**src/hdl/rsq_pkg.sv**
```systemverilog
// Shared types, constants and helpers of the tracker row sequencer.
package rsq_pkg;

  // Fixed-point layout of the row timing
  localparam int FRAC_BITS = 16;
  localparam int TPR_W     = FRAC_BITS + 8;
  localparam int ACC_W     = FRAC_BITS + 9;

  // 150 * speed fits in 13 bits for any 5-bit speed
  localparam int SCALE_W = 13;
  localparam int NUM_W   = SCALE_W + FRAC_BITS;
  localparam int STEP_W  = $clog2(NUM_W + 1);

  localparam int SPEED_W = 5;
  localparam int TEMPO_W = 8;
  localparam int LEN_W   = 9;
  localparam int POS_W   = 8;
  localparam int EVT_W   = 32;
  localparam int DVR_W   = 9;
  localparam int CFG_W   = 9;

  localparam logic [SCALE_W-1:0] ROW_SCALE = SCALE_W'(150);
  localparam logic [POS_W-1:0]   TEMPO_MIN = POS_W'(32);
  localparam logic [ACC_W:0]     ACC_UNIT  = (ACC_W + 1)'(1) << FRAC_BITS;

  localparam logic [SPEED_W-1:0] RST_SPEED = SPEED_W'(6);
  localparam logic [TEMPO_W-1:0] RST_TEMPO = TEMPO_W'(150);
  localparam logic [LEN_W-1:0]   RST_PLEN  = LEN_W'(64);
  localparam logic [LEN_W-1:0]   RST_FCNT  = LEN_W'(1);

  // Divider runs: full quotient for the row period, short run for frame wrap
  localparam logic [STEP_W-1:0] STEPS_TPR = STEP_W'(NUM_W);
  localparam logic [STEP_W-1:0] STEPS_MOD = STEP_W'(LEN_W);

  typedef enum logic [2:0] {
    CMD_TICK  = 3'd0,
    CMD_START = 3'd1,
    CMD_STOP  = 3'd2,
    CMD_SPEED = 3'd3,
    CMD_JUMP  = 3'd4,
    CMD_SKIP  = 3'd5
  } cmd_t;

  typedef enum logic [1:0] {
    REG_INIT_SPEED = 2'd0,
    REG_INIT_TEMPO = 2'd1,
    REG_PAT_LEN    = 2'd2,
    REG_FRAME_CNT  = 2'd3
  } cfg_reg_t;

  typedef enum logic [1:0] {
    ST_IDLE,
    ST_DIV,
    ST_MOD,
    ST_EVT
  } state_t;

  typedef struct packed {
    logic              start;
    logic [NUM_W-1:0]  dividend;
    logic [DVR_W-1:0]  divisor;
    logic [STEP_W-1:0] steps;
  } div_req_t;

  typedef struct packed {
    logic              done;
    logic [TPR_W-1:0]  quot;
    logic [DVR_W-1:0]  rem;
  } div_rsp_t;

  // Length register as used: zero acts as one, above 256 as 256
  function automatic logic [LEN_W-1:0] eff_len(input logic [LEN_W-1:0] v);
    logic [LEN_W-1:0] r;
    r = v;
    if (v == '0) r = LEN_W'(1);
    else if (v > LEN_W'(256)) r = LEN_W'(256);
    return r;
  endfunction

  // Next frame, wrapping to zero at the frame count, when the current one is below it
  function automatic logic [POS_W-1:0] adv_frame(input logic [POS_W-1:0] f,
                                                 input logic [LEN_W-1:0] fc);
    logic [LEN_W-1:0] n;
    n = {1'b0, f} + LEN_W'(1);
    return (n == fc) ? '0 : n[POS_W-1:0];
  endfunction

endpackage

```
**src/hdl/tracker_row_sequencer.sv**
```systemverilog
// Top level of the tracker row sequencer: command decode, row timing, event output.
//
//  channel  | dir | handshake                    | payload
//  ---------+-----+------------------------------+---------------------------------
//  s_axis   | in  | s_axis_tvalid / s_axis_tready | tuser command, tdata value
//  m_axis   | out | m_axis_tvalid / m_axis_tready | tdata frame,row,event, tlast
//  cfg      | in  | cfg_valid / cfg_ready         | cfg_index, cfg_data
//
// One command at a time. Stop, jump, a skip within the frame count and a tick with no row
// due complete at acceptance. A tick with row events waits until each event is taken.
// Start and speed/tempo run the bit-serial divider for the row period. A frame step from
// a frame at or above the frame count first runs the divider as a modulo unit.
// Reset is synchronous; cfg is always ready.
// A stalled m_axis holds the event; no new command is taken until all events are out.
module tracker_row_sequencer (
  input  logic                      clk,
  input  logic                      rst,
  // s_axis
  input  logic                      s_axis_tvalid,
  output logic                      s_axis_tready,
  input  logic [7:0]                s_axis_tdata,   // [7:0] value
  input  logic [2:0]                s_axis_tuser,   // [2:0] command
  // m_axis
  output logic                      m_axis_tvalid,
  input  logic                      m_axis_tready,
  output logic [47:0]               m_axis_tdata,   // [7:0] frame_index, [15:8] row_index,
                                                    // [47:16] event_number
  output logic                      m_axis_tlast,   // last
  // configuration
  input  logic                      cfg_valid,
  output logic                      cfg_ready,
  input  logic [1:0]                cfg_index,
  input  logic [rsq_pkg::CFG_W-1:0] cfg_data
);
  import rsq_pkg::*;

  // Configuration registers
  logic [SPEED_W-1:0] init_speed;
  logic [TEMPO_W-1:0] init_tempo;
  logic [LEN_W-1:0]   pat_len;
  logic [LEN_W-1:0]   frame_cnt;

  // Sequencer state
  state_t             state, state_next;
  logic [SPEED_W-1:0] speed;
  logic [TEMPO_W-1:0] tempo;
  logic [TPR_W-1:0]   tpr;
  logic [ACC_W-1:0]   acc;
  logic [POS_W-1:0]   frame;
  logic [POS_W-1:0]   row;
  logic [EVT_W-1:0]   count;
  logic               playing;
  logic               cont_skip;
  logic [POS_W-1:0]   skip_val;

  // Output register
  logic [POS_W-1:0]   out_frame;
  logic [POS_W-1:0]   out_row;
  logic [EVT_W-1:0]   out_count;
  logic               out_last;

  div_req_t           div_req;
  div_rsp_t           div_rsp;

  // Decode and helpers
  cmd_t               cmd;
  logic [POS_W-1:0]   val;
  logic               in_hs, out_hs;
  logic [LEN_W-1:0]   pl_eff, fc_eff;
  logic               frame_ok;
  logic               acc_ge;
  logic [ACC_W-1:0]   acc_sub;
  logic [ACC_W:0]     acc_sum;
  logic [ACC_W-1:0]   acc_inc;
  logic [LEN_W-1:0]   row_inc;
  logic               row_wrap;
  logic               ev_load, ev_mod;
  logic               tick_due;
  logic               rec_start, mod_start;
  logic [SPEED_W-1:0] speed_new;
  logic [TEMPO_W-1:0] tempo_new;
  logic [SCALE_W-1:0] scaled;
  logic [POS_W-1:0]   skip_f1;
  logic [POS_W-1:0]   mod_f1;

  assign cmd    = cmd_t'(s_axis_tuser);
  assign val    = s_axis_tdata;
  assign in_hs  = s_axis_tvalid && s_axis_tready;
  assign out_hs = m_axis_tvalid && m_axis_tready;
  assign cfg_ready = 1'b1;

  // Arithmetic on the row timing and positions
  always_comb begin
    pl_eff   = eff_len(pat_len);
    fc_eff   = eff_len(frame_cnt);
    frame_ok = {1'b0, frame} < fc_eff;
    acc_ge   = acc >= {1'b0, tpr};
    acc_sub  = acc - {1'b0, tpr};
    acc_sum  = {1'b0, acc} + ACC_UNIT;
    acc_inc  = acc_sum[ACC_W] ? '1 : acc_sum[ACC_W-1:0];
    row_inc  = {1'b0, row} + LEN_W'(1);
    row_wrap = row_inc >= pl_eff;
    skip_f1  = adv_frame(frame, fc_eff);
    mod_f1   = div_rsp.rem[POS_W-1:0];
  end

  // Row event loads: first of a tick, or the second once the first is taken
  always_comb begin
    tick_due = (state == ST_IDLE) && in_hs && (cmd == CMD_TICK) && playing && acc_ge;
    ev_load  = tick_due || ((state == ST_EVT) && out_hs && !out_last);
    ev_mod   = ev_load && row_wrap && !frame_ok;
  end

  // New speed and tempo for a recompute
  always_comb begin
    speed_new = speed;
    tempo_new = tempo;
    if (cmd == CMD_START) begin
      tempo_new = init_tempo;
      speed_new = (init_speed == '0) ? SPEED_W'(1) : init_speed;
    end else if (val >= TEMPO_MIN) begin
      tempo_new = val;
    end else begin
      speed_new = (val[SPEED_W-1:0] == '0) ? SPEED_W'(1) : val[SPEED_W-1:0];
    end
    scaled = ROW_SCALE * SCALE_W'(speed_new);
  end

  // Next state
  always_comb begin
    state_next = state;
    unique case (state)
      ST_IDLE: begin
        if (in_hs) begin
          unique case (cmd)
            CMD_START, CMD_SPEED: state_next = ST_DIV;
            CMD_TICK: begin
              if (tick_due) state_next = ev_mod ? ST_MOD : ST_EVT;
            end
            CMD_SKIP: begin
              if (!frame_ok) state_next = ST_MOD;
            end
            default: state_next = ST_IDLE;
          endcase
        end
      end
      ST_DIV: begin
        if (div_rsp.done) state_next = ST_IDLE;
      end
      ST_MOD: begin
        if (div_rsp.done) state_next = cont_skip ? ST_IDLE : ST_EVT;
      end
      ST_EVT: begin
        if (out_hs) begin
          if (out_last) state_next = ST_IDLE;
          else if (ev_mod) state_next = ST_MOD;
        end
      end
    endcase
  end

  // Outputs of the state machine and divider requests
  always_comb begin
    s_axis_tready = (state == ST_IDLE);
    m_axis_tvalid = (state == ST_EVT);
    rec_start = (state == ST_IDLE) && in_hs && ((cmd == CMD_START) || (cmd == CMD_SPEED));
    mod_start = ev_mod ||
                ((state == ST_IDLE) && in_hs && (cmd == CMD_SKIP) && !frame_ok);
    div_req.start = rec_start || mod_start;
    if (mod_start) begin
      div_req.dividend = {({1'b0, frame} + LEN_W'(1)), (NUM_W - LEN_W)'(0)};
      div_req.divisor  = fc_eff;
      div_req.steps    = STEPS_MOD;
    end else begin
      div_req.dividend = {scaled, FRAC_BITS'(0)};
      div_req.divisor  = {1'b0, tempo_new};
      div_req.steps    = STEPS_TPR;
    end
  end

  rsq_div u_div (
    .clk (clk),
    .rst (rst),
    .req (div_req),
    .rsp (div_rsp)
  );

  // Configuration writes
  always_ff @(posedge clk) begin
    if (rst) begin
      init_speed <= RST_SPEED;
      init_tempo <= RST_TEMPO;
      pat_len    <= RST_PLEN;
      frame_cnt  <= RST_FCNT;
    end else if (cfg_valid && cfg_ready) begin
      unique case (cfg_reg_t'(cfg_index))
        REG_INIT_SPEED: init_speed <= cfg_data[SPEED_W-1:0];
        REG_INIT_TEMPO: init_tempo <= cfg_data[TEMPO_W-1:0];
        REG_PAT_LEN:    pat_len    <= cfg_data[LEN_W-1:0];
        REG_FRAME_CNT:  frame_cnt  <= cfg_data[LEN_W-1:0];
      endcase
    end
  end

  // Sequencer state updates
  always_ff @(posedge clk) begin
    if (rst) begin
      state     <= ST_IDLE;
      speed     <= RST_SPEED;
      tempo     <= RST_TEMPO;
      tpr       <= '0;
      acc       <= '0;
      frame     <= '0;
      row       <= '0;
      count     <= '0;
      playing   <= 1'b0;
      cont_skip <= 1'b0;
      skip_val  <= '0;
      out_last  <= 1'b0;
    end else begin
      state <= state_next;

      // Command effects at acceptance
      if ((state == ST_IDLE) && in_hs) begin
        unique case (cmd)
          CMD_TICK: begin
            if (playing && !acc_ge) acc <= acc_inc;
          end
          CMD_START: begin
            speed   <= speed_new;
            tempo   <= tempo_new;
            playing <= 1'b1;
            count   <= '0;
            row     <= '0;
          end
          CMD_STOP: begin
            playing <= 1'b0;
            acc     <= '0;
          end
          CMD_SPEED: begin
            speed <= speed_new;
            tempo <= tempo_new;
          end
          CMD_JUMP: begin
            frame <= ({1'b0, val} >= fc_eff) ? '0 : val;
            row   <= '0;
          end
          CMD_SKIP: begin
            cont_skip <= 1'b1;
            skip_val  <= val;
            if (frame_ok) begin
              if ({1'b0, val} >= pl_eff) begin
                frame <= adv_frame(skip_f1, fc_eff);
                row   <= '0;
              end else begin
                frame <= skip_f1;
                row   <= val;
              end
            end
          end
          default: ;
        endcase
      end

      // Row event: report, then step the row
      if (ev_load) begin
        out_last  <= tick_due ? (acc_sub < {1'b0, tpr}) : 1'b1;
        count     <= count + EVT_W'(1);
        acc       <= acc_sub;
        cont_skip <= 1'b0;
        if (row_wrap) begin
          row <= '0;
          if (frame_ok) frame <= skip_f1;
        end else begin
          row <= row_inc[POS_W-1:0];
        end
      end

      // Final event of the tick taken: add one tick
      if ((state == ST_EVT) && out_hs && out_last) acc <= acc_inc;

      // Recompute finished
      if ((state == ST_DIV) && div_rsp.done) begin
        tpr <= div_rsp.quot;
        acc <= {1'b0, div_rsp.quot};
      end

      // Frame modulo finished
      if ((state == ST_MOD) && div_rsp.done) begin
        if (cont_skip && ({1'b0, skip_val} >= pl_eff)) begin
          frame <= adv_frame(mod_f1, fc_eff);
          row   <= '0;
        end else if (cont_skip) begin
          frame <= mod_f1;
          row   <= skip_val;
        end else begin
          frame <= mod_f1;
        end
      end
    end
  end

  // Event payload
  always_ff @(posedge clk) begin
    if (ev_load) begin
      out_frame <= frame;
      out_row   <= row;
      out_count <= count + EVT_W'(1);
    end
  end

  assign m_axis_tdata = {out_count, out_row, out_frame};
  assign m_axis_tlast = out_last;

  // Checks
  a_one_side: assert property (@(posedge clk) disable iff (rst)
    !(s_axis_tready && m_axis_tvalid))
    else $error("input ready while an event is pending");

  a_div_done: assert property (@(posedge clk) disable iff (rst)
    div_rsp.done |-> (state == ST_DIV || state == ST_MOD))
    else $error("divider finished outside a divider run");

  a_evt_playing: assert property (@(posedge clk) disable iff (rst)
    m_axis_tvalid |-> playing)
    else $error("row event while stopped");

  a_last_idle: assert property (@(posedge clk) disable iff (rst)
    (m_axis_tvalid && m_axis_tready && m_axis_tlast) |=> s_axis_tready)
    else $error("not ready after final event of a tick");

endmodule

```
**src/hdl/rsq_div.sv**
```systemverilog
// Bit-serial restoring divider: one quotient bit per cycle, saturating quotient.
module rsq_div (
  input  logic              clk,
  input  logic              rst,
  input  rsq_pkg::div_req_t req,
  output rsq_pkg::div_rsp_t rsp
);
  import rsq_pkg::*;

  logic [NUM_W-1:0]  dvd;
  logic [DVR_W-1:0]  dvr;
  logic [DVR_W-1:0]  rem;
  logic [TPR_W-1:0]  quot;
  logic              ovf;
  logic [STEP_W-1:0] cnt;
  logic              busy;
  logic              done;

  logic [DVR_W:0]    trial;
  logic [DVR_W:0]    diff;
  logic              ge;

  // One trial subtraction per cycle
  always_comb begin
    trial = {rem, dvd[NUM_W-1]};
    ge    = trial >= {1'b0, dvr};
    diff  = trial - {1'b0, dvr};
  end

  // Control: run counter and completion flag
  always_ff @(posedge clk) begin
    if (rst) begin
      busy <= 1'b0;
      done <= 1'b0;
      cnt  <= '0;
    end else begin
      done <= 1'b0;
      if (req.start) begin
        busy <= 1'b1;
        cnt  <= req.steps;
      end else if (busy) begin
        cnt <= cnt - STEP_W'(1);
        if (cnt == STEP_W'(1)) begin
          busy <= 1'b0;
          done <= 1'b1;
        end
      end
    end
  end

  // Datapath shift registers
  always_ff @(posedge clk) begin
    if (req.start) begin
      dvd  <= req.dividend;
      dvr  <= req.divisor;
      rem  <= '0;
      quot <= '0;
      ovf  <= 1'b0;
    end else if (busy) begin
      dvd  <= {dvd[NUM_W-2:0], 1'b0};
      rem  <= ge ? diff[DVR_W-1:0] : trial[DVR_W-1:0];
      quot <= {quot[TPR_W-2:0], ge};
      ovf  <= ovf | quot[TPR_W-1];
    end
  end

  always_comb begin
    rsp.done = done;
    rsp.quot = ovf ? '1 : quot;
    rsp.rem  = rem;
  end

endmodule

```
**config.mk**
```make
export PLATFORM = sky130hd
export DESIGN_NAME = tracker_row_sequencer
export DESIGN_NICKNAME = d
export VERILOG_FILES = /design/src/hdl/rsq_pkg.sv /design/src/hdl/tracker_row_sequencer.sv /design/src/hdl/rsq_div.sv
export SDC_FILE = /design/constraint.sdc
export NUM_CORES = 1
export LEC_CHECK = 0
export BUFFER_PORTS_ARGS = -buffer_cell sky130_fd_sc_hd__buf_2
export CAP_MARGIN = 20
export CORE_ASPECT_RATIO = 0.75
export CORE_UTILIZATION = 31
export DETAILED_ROUTE_END_ITERATION = 6
export PLACE_DENSITY_LB_ADDON = 0.15
export REMOVE_ABC_BUFFERS = 1
export SYNTH_ARGS = -nofsm -noshare
export SYNTH_HDL_FRONTEND = slang
export SYNTH_SLANG_ARGS = --single-unit
```
**constraint.sdc**
```tcl
create_clock -name clk -period 14.5 [get_ports clk]
set_clock_uncertainty 0.1 [all_clocks]
set_input_delay 2.175 -clock clk [delete_from_list [all_inputs] [get_ports clk]]
set_output_delay 2.175 -clock clk [all_outputs]
set_load 0.02 [all_outputs]
```
**Yosys cells after proc, flatten, opt, wreduce, memory -nomap -nowiden**

Cells that the tools add are included.

- Input bits: 27
- Bits in registers: 281
- Memories: 0
- Memory bits (read-only): 0
- Bits in latches: 0
- Bits in writable memories: 0

- Muxes and demuxes: 67
- Reductions and logical operators: 56
- Add/sub/neg operators: 9
- Equality and inequality tests: 24
- Shifts and indexed selects: 0
- Magnitude comparators: 11
- Bitwise operators: 2
- Div/mod/pow operators: 0
- Multiply operators: 1

Operators by type and width:

| cell | count |
|---|---|
| 8-bit 2-to-1 mux | 22 |
| 25-bit 2-to-1 mux | 5 |
| 32-bit 2-to-1 mux | 3 |
| 29-bit 2-to-1 mux | 2 |
| 25-bit case mux with 2 select lines | 1 |
| 24-bit 2-to-1 mux | 2 |
| 9-bit 2-to-1 mux | 5 |
| 43-bit 2-to-1 mux | 1 |
| 8-bit by 1-bit adder with 9-bit output, second input constant | 4 |
| 32-bit by 1-bit adder with 32-bit output, second input constant | 1 |
| 8-bit case mux with 2 select lines | 2 |
| 5-bit 2-to-1 mux | 6 |
| 9-bit equality test | 3 |
| 8-bit by 9-bit >= comparator with 1-bit output | 3 |
| 25-bit by 17-bit adder with 26-bit output, second input constant | 1 |
| 25-bit by 24-bit >= comparator with 1-bit output | 1 |
| 25-bit by 24-bit less-than comparator with 1-bit output | 1 |
| 25-bit by 24-bit subtractor with 25-bit output | 1 |
| 9-bit > comparator, second input constant | 2 |
| 1-bit logical AND | 18 |
| 9-bit zero test | 2 |
| 2-bit 2-to-1 mux | 9 |
| 2-bit AND reduction | 8 |
| 7-bit by 5-bit multiplier with 12-bit output, first input constant | 1 |
| 36 further kinds | 66 |

**Longest topological paths before layout**

- Word-level depth: 16
- Gate-level depth with buffers: 22
- Gate-level depth less buffers: 22

**Modules after synthesis**

From an unflattened synthesis, not the netlist that was laid out.

- Cells, all modules: 2,116
- Area total of the unflattened synthesis: 17,894.7 sq um

Modules (own cells, without submodules):

| module | cells an instance | times used | seq. area each (sq um) | area an instance (sq um) |
|---|---|---|---|---|
| tracker_row_sequencer | 1,795 | 1 | 4,524.3 | 14,223.6 |
| rsq_div | 321 | 1 | 1,961.9 | 3,671.0 |

**Worst setup path after synthesis**

Ideal clock, no wire load.

- Kind: in2reg
- Start point: input port s_axis_tdata[5]
- End point: register u_div.dvd[27], data pin
- Path buffers: 1
- Arrival: 5,943 ps
- Cell stages on the path: 18
- Path slack: 8,196 ps
- Setup time: 261 ps
- Required time: 14,139 ps
- Cell sequence: nor3_1 > clkbuf_1 > mux2i_1 > o21ai_0 > ha_1 > inv_1 > fa_1 > inv_1 > ha_1 > a21oi_1 > nor2b_1 > a21o_1 > a21o_1 > a21o_1 > a21oi_1 > xor2_1 > nor2_1 > a221o_1

- Longest elaborated chain between the ends: 6

RTL lines:

| element | RTL line | RTL |
|---|---|---|
| start, declared | tracker_row_sequencer.sv:21 | `input logic [7:0] s_axis_tdata,` |
| 8-bit by 6-bit >= comparator with 1-bit output | tracker_row_sequencer.sv:121 | `end else if (val >= TEMPO_MIN) begin` |
| 5-bit 2-to-1 mux | tracker_row_sequencer.sv:121 |  |
| 5-bit 2-to-1 mux | tracker_row_sequencer.sv:118 | `if (cmd == CMD_START) begin` |
| net speed_new[3] | tracker_row_sequencer.sv:80 | `logic [SPEED_W-1:0] speed_new;` |
| 7-bit by 5-bit multiplier with 12-bit output | tracker_row_sequencer.sv:126 | `scaled = ROW_SCALE * SCALE_W'(speed_new);` |
| 43-bit 2-to-1 mux | tracker_row_sequencer.sv:170 | `if (mod_start) begin` |
| 29-bit 2-to-1 mux | rsq_div.sv:53 | `if (req.start) begin` |
| end signal, assigned | rsq_div.sv:54 | `dvd <= req.dividend;` |
| end signal, assigned | rsq_div.sv:60 | `dvd <= {dvd[NUM_W-2:0], 1'b0};` |
| end, declared | rsq_div.sv:10 | `logic [NUM_W-1:0] dvd;` |

The timed path passes the listed nets, and every way through them passes these cells.
A chain may end at the register's enable or synchronous reset.

**Worst setup path in the final report**

- Start point: register frame[0]
- End point: register frame[2]

- Longest elaborated chain between the ends: 14
- Elaborated cells between the ends (all ways): 15
- Those cells by class: add/sub (2); order compare (1); eq/ne (2); mux (10)

RTL lines:

| element | RTL line | RTL |
|---|---|---|
| start, declared | tracker_row_sequencer.sv:49 | `logic [POS_W-1:0] frame;` |
| start signal, assigned | tracker_row_sequencer.sv:245 | `frame <= ({1'b0, val} >= fc_eff) ? '0 : val;` |
| start signal, assigned | tracker_row_sequencer.sv:253 | `frame <= adv_frame(skip_f1, fc_eff);` |
| start signal, assigned | tracker_row_sequencer.sv:256 | `frame <= skip_f1;` |
| 8-bit by 1-bit adder with 9-bit output | rsq_pkg.sv:84 | `n = {1'b0, f} + LEN_W'(1);` |
| 9-bit equality test | rsq_pkg.sv:85 | `return (n == fc) ? '0 : n[POS_W-1:0];` |
| 8-bit 2-to-1 mux | rsq_pkg.sv:85 |  |
| 8-bit by 1-bit adder with 9-bit output | rsq_pkg.sv:84 |  |
| 9-bit equality test | rsq_pkg.sv:85 |  |
| 8-bit 2-to-1 mux | rsq_pkg.sv:85 |  |
| 8-bit 2-to-1 mux | tracker_row_sequencer.sv:252 | `if ({1'b0, val} >= pl_eff) begin` |
| 8-bit 2-to-1 mux | tracker_row_sequencer.sv:251 | `if (frame_ok) begin` |
| 8-bit case mux with 2 select lines | tracker_row_sequencer.sv:225 | `unique case (cmd)` |
| 8-bit 2-to-1 mux | tracker_row_sequencer.sv:224 | `if ((state == ST_IDLE) && in_hs) begin` |
| 8-bit 2-to-1 mux | tracker_row_sequencer.sv:273 | `if (frame_ok) frame <= skip_f1;` |
| 8-bit 2-to-1 mux | tracker_row_sequencer.sv:271 | `if (row_wrap) begin` |
| 8-bit 2-to-1 mux * | tracker_row_sequencer.sv:266 | `if (ev_load) begin` |
| 8-bit 2-to-1 mux * | tracker_row_sequencer.sv:289 | `if ((state == ST_MOD) && div_rsp.done) begin` |

Every way passes the cells marked *; elsewhere a longest branch is shown, timed or not.

==> metrics.txt <==
TritonCTS Sinks=264; post-route ant nets=0; CTS hold repair buffers=0; slowest stage delay, CP=0.73 ns; Final TNS setup=0 ns; Via density=5.441; required time worst endpoint=14.82 ns; most frequent cells in the layout=nor2_1 (215), dfxtp_1 (194), nand2_1 (183), a21oi_1 (174), ha_1 (124); clock slew at reported path FFs=0.06 ns; max-cap violations=0; Starting Density=31.36%; post-DP HPWL=39520 microns; P&R area growth vs syn=12.60%; clk_lat worst skew=0.54 ns; data arrival time of the critical path=6.66 ns; sequential share of the synthesized area=35.06%; worst setup margin=8.164 ns; max-slew violation count=0; syn avg cell area=8.445 sq um; setup violators final=0; f_max=0.1578 GHz; critical path class=reg2reg; fillers=5621; fin nets=2194; Synth Flop Type=dfxtp_1; Die Ht=205.1 microns; asr flop ratio synth=0%; CP Max Fanout=16; crit path cell chain=ha_1, nand3_4, nor2_1, xor2_1, o2111ai_1, or3_1, and2_1, ha_1, a21boi_0, xnor2_1, o221ai_1, o31a_1, a2111oi_4, and3_1, a21oi_1, o41a_1; Ports=79; outcome=finished clean; #FFs+latches synth=264; Slew Limit Headroom=30.18%; RSZ-0062 raised after global routing=false; leakage dissipation=0.007401 uW; post_cts resized=0; Yosys cell types=91; post-CTS setup repair buffer count=0; Root Driver=clkbuf_16; Clk pwr share=39.3%; VDD IR max=0.06125 mV; Post-Route WL=54780 microns; Net Switching=692.0 uW; Synth Warn #=0; die area=0.05593 sq mm; crit start category=flop; first-pass GRT wire length=85760 microns; GR Util All Layers=19.53%; P per Cell Area=113.8 mW/mm^2; CTS tree=done; Internal=1492 uW; drt drc=0; vias in the first global route=14410; # port buffers=77; Crit path top cell by count=ha_1; CP Capture Type=flop; initial antenna violation count=2; Iter 0 DRT Violations=1434; Synth area leader=dfxtp_1; critical path's slowest cell=dfxtp_1; RePlAce Congestion=0.9721; post-route minimum period=6.336 ns; Synth Cell Area=0.01704 sq mm; Hold Crit Class=reg2reg; Vias=15170; Avg WL per Cell=19.65 microns; Post-synth EDFFs=69; gr ovfl total=0; H-Tree Depth=2; Core ar.=0.05435 sq mm; Switching Fraction=31.68%; share of Yosys cell area claimed by the top area cell type=22.91%; CTS buffer count=34; Max Root-Sink Buffers=3; Logic pwr share=21.4%; commonest non-fill, non-tap cell in the layout=nor2_1; Tightest Pin Transition=1.047 ns; DP Worst Slack=8.021 ns; Final period util=43.69%; ranking of synthesized cells by area=dfxtp_1 (23%), edfxtp_1 (12%), ha_1 (9.1%); First-pass DRT Iterations=5; largest net degree at the start of global routing=83; die outline width=272.7 microns; Syn Inst Count=2018; Core Rows=74; Sequential Power Share=39.3%; Final Hold Fails=0; share of cells above drive strength 1=9.113%
[path summary, 6_finish.rpt]
| kind | start | endpoint | slack (ns) | depth (start not counted) |
|---|---|---|---|---|
| setup / recovery | frame[0] | frame[2] | 8.16 | 16 |
| hold / removal | tpr[22] | tpr[22] | 0.36 | 2 |
| setup reg to reg | frame[0] | frame[2] | 8.16 | 16 |
| hold reg to reg | tpr[22] | tpr[22] | 0.36 | 2 |
[power groups by stage]
stage / Sequential (uW) / Combinational (uW) / Clock, uW
final: 858 / 468 / 858
after global routing: 866 / 523 / 914
after CTS: 857 / 466 / 888
after detailed placement: 873 / 463 / 0
after global placement: 873 / 462 / 0
after floorplan: 855 / 327 / 0
[area by class of cell]
class | instances | area, sq um | area share [%]
Multi-Input combinational cell | 1539 | 10220 | 53.25
Tap cell | 722 | 903.4 | 4.708
Sequential cell | 264 | 5977 | 31.15
Clock inverter | 14 | 120.1 | 0.6259
Timing Repair Buffer | 100 | 568.0 | 2.960
Clock buffer | 47 | 1021 | 5.320
Inverter | 99 | 374.1 | 1.950
Antenna cell | 3 | 7.507 | 0.03912
[cell usage after synthesis (9+ instances only)]
cell type  instances
o21a_1            18
a221oi_1          14
dfxtp_1          195
or2_2              9
xor2_1            40
nand4_1           19
and2_1            11
a211o_1           11
xnor2_1           63
o22ai_1           11
ha_1             124
mux2i_1           54
a21o_1            30
inv_1             98
nor3_1            40
o211ai_1           9
and3_1            29
clkbuf_1          92
o21ai_0           93
o21bai_1          11
o32ai_1           16
nor2_1           216
buf_2             11
a211oi_1          38
nor2b_1           19
a21oi_1          174
nand3b_1          19
a22o_1            10
nand2b_1          34
nand2_1          183
or3_1             18
a31oi_1           14
nand3_1           61
edfxtp_1          69
a22oi_1           17
[sequential cells by signal, summed over array words and instances (netlist names), 8 cells and up]
signal      count
row             8
u_div.quot     24
init_tempo      8
tpr            24
frame           8
tempo           8
out_frame       8
pat_len         9
u_div.dvr       9
u_div.dvd      12
skip_val        8
acc            25
out_row         8
out_count      32
frame_cnt       9
count          32
u_div.rem       9
[logic make-up after synthesis]
| logic type | synth area share, % |
|---|---|
| buffers and inverters | 5.058 |
| xor gates and xnor gates | 5.660 |
| adders and majority gates | 9.691 |
| and+or+nand+nor | 19.55 |
| AOI/OAI and AO/OA | 21.69 |
| muxes | 3.238 |
| other | 0.04407 |
| DFF | 35.06 |
[metal layers]
layer	global-route usage, %	vias up	share of wire (%)
met5	0	-	0
met4	4.896	0	1.7
met3	2.251	55	5.9
met2	28.34	431	41
met1	30.04	7327	51
li1	-	7356	-
[metrics by stage]
step                      hold WS (ns)  instances  area (sq um)  total power, uW  util, %
after floorplan                 0.3296       1902         16550             1182        -
after global placement          0.3455       2721         18010             1334    33.14
after detailed placement        0.3494       2722         18020             1336    33.16
after CTS                       0.3578       2783         19160             2212    35.26
after global routing            0.3808       2787         19190             2303    35.30
final                           0.3591       2788         19190             2184    35.31
[critical path: cells and delay by family (launching register included)]
kind	cells	cell delay [ns]
adders and majority gates	2	0.87
xor gates and xnor gates	2	0.91
and+or+nand+nor	5	1.69
AOI/OAI and AO/OA	7	1.91
DFF	1	0.73
Power figures use the tool's default switching activity.
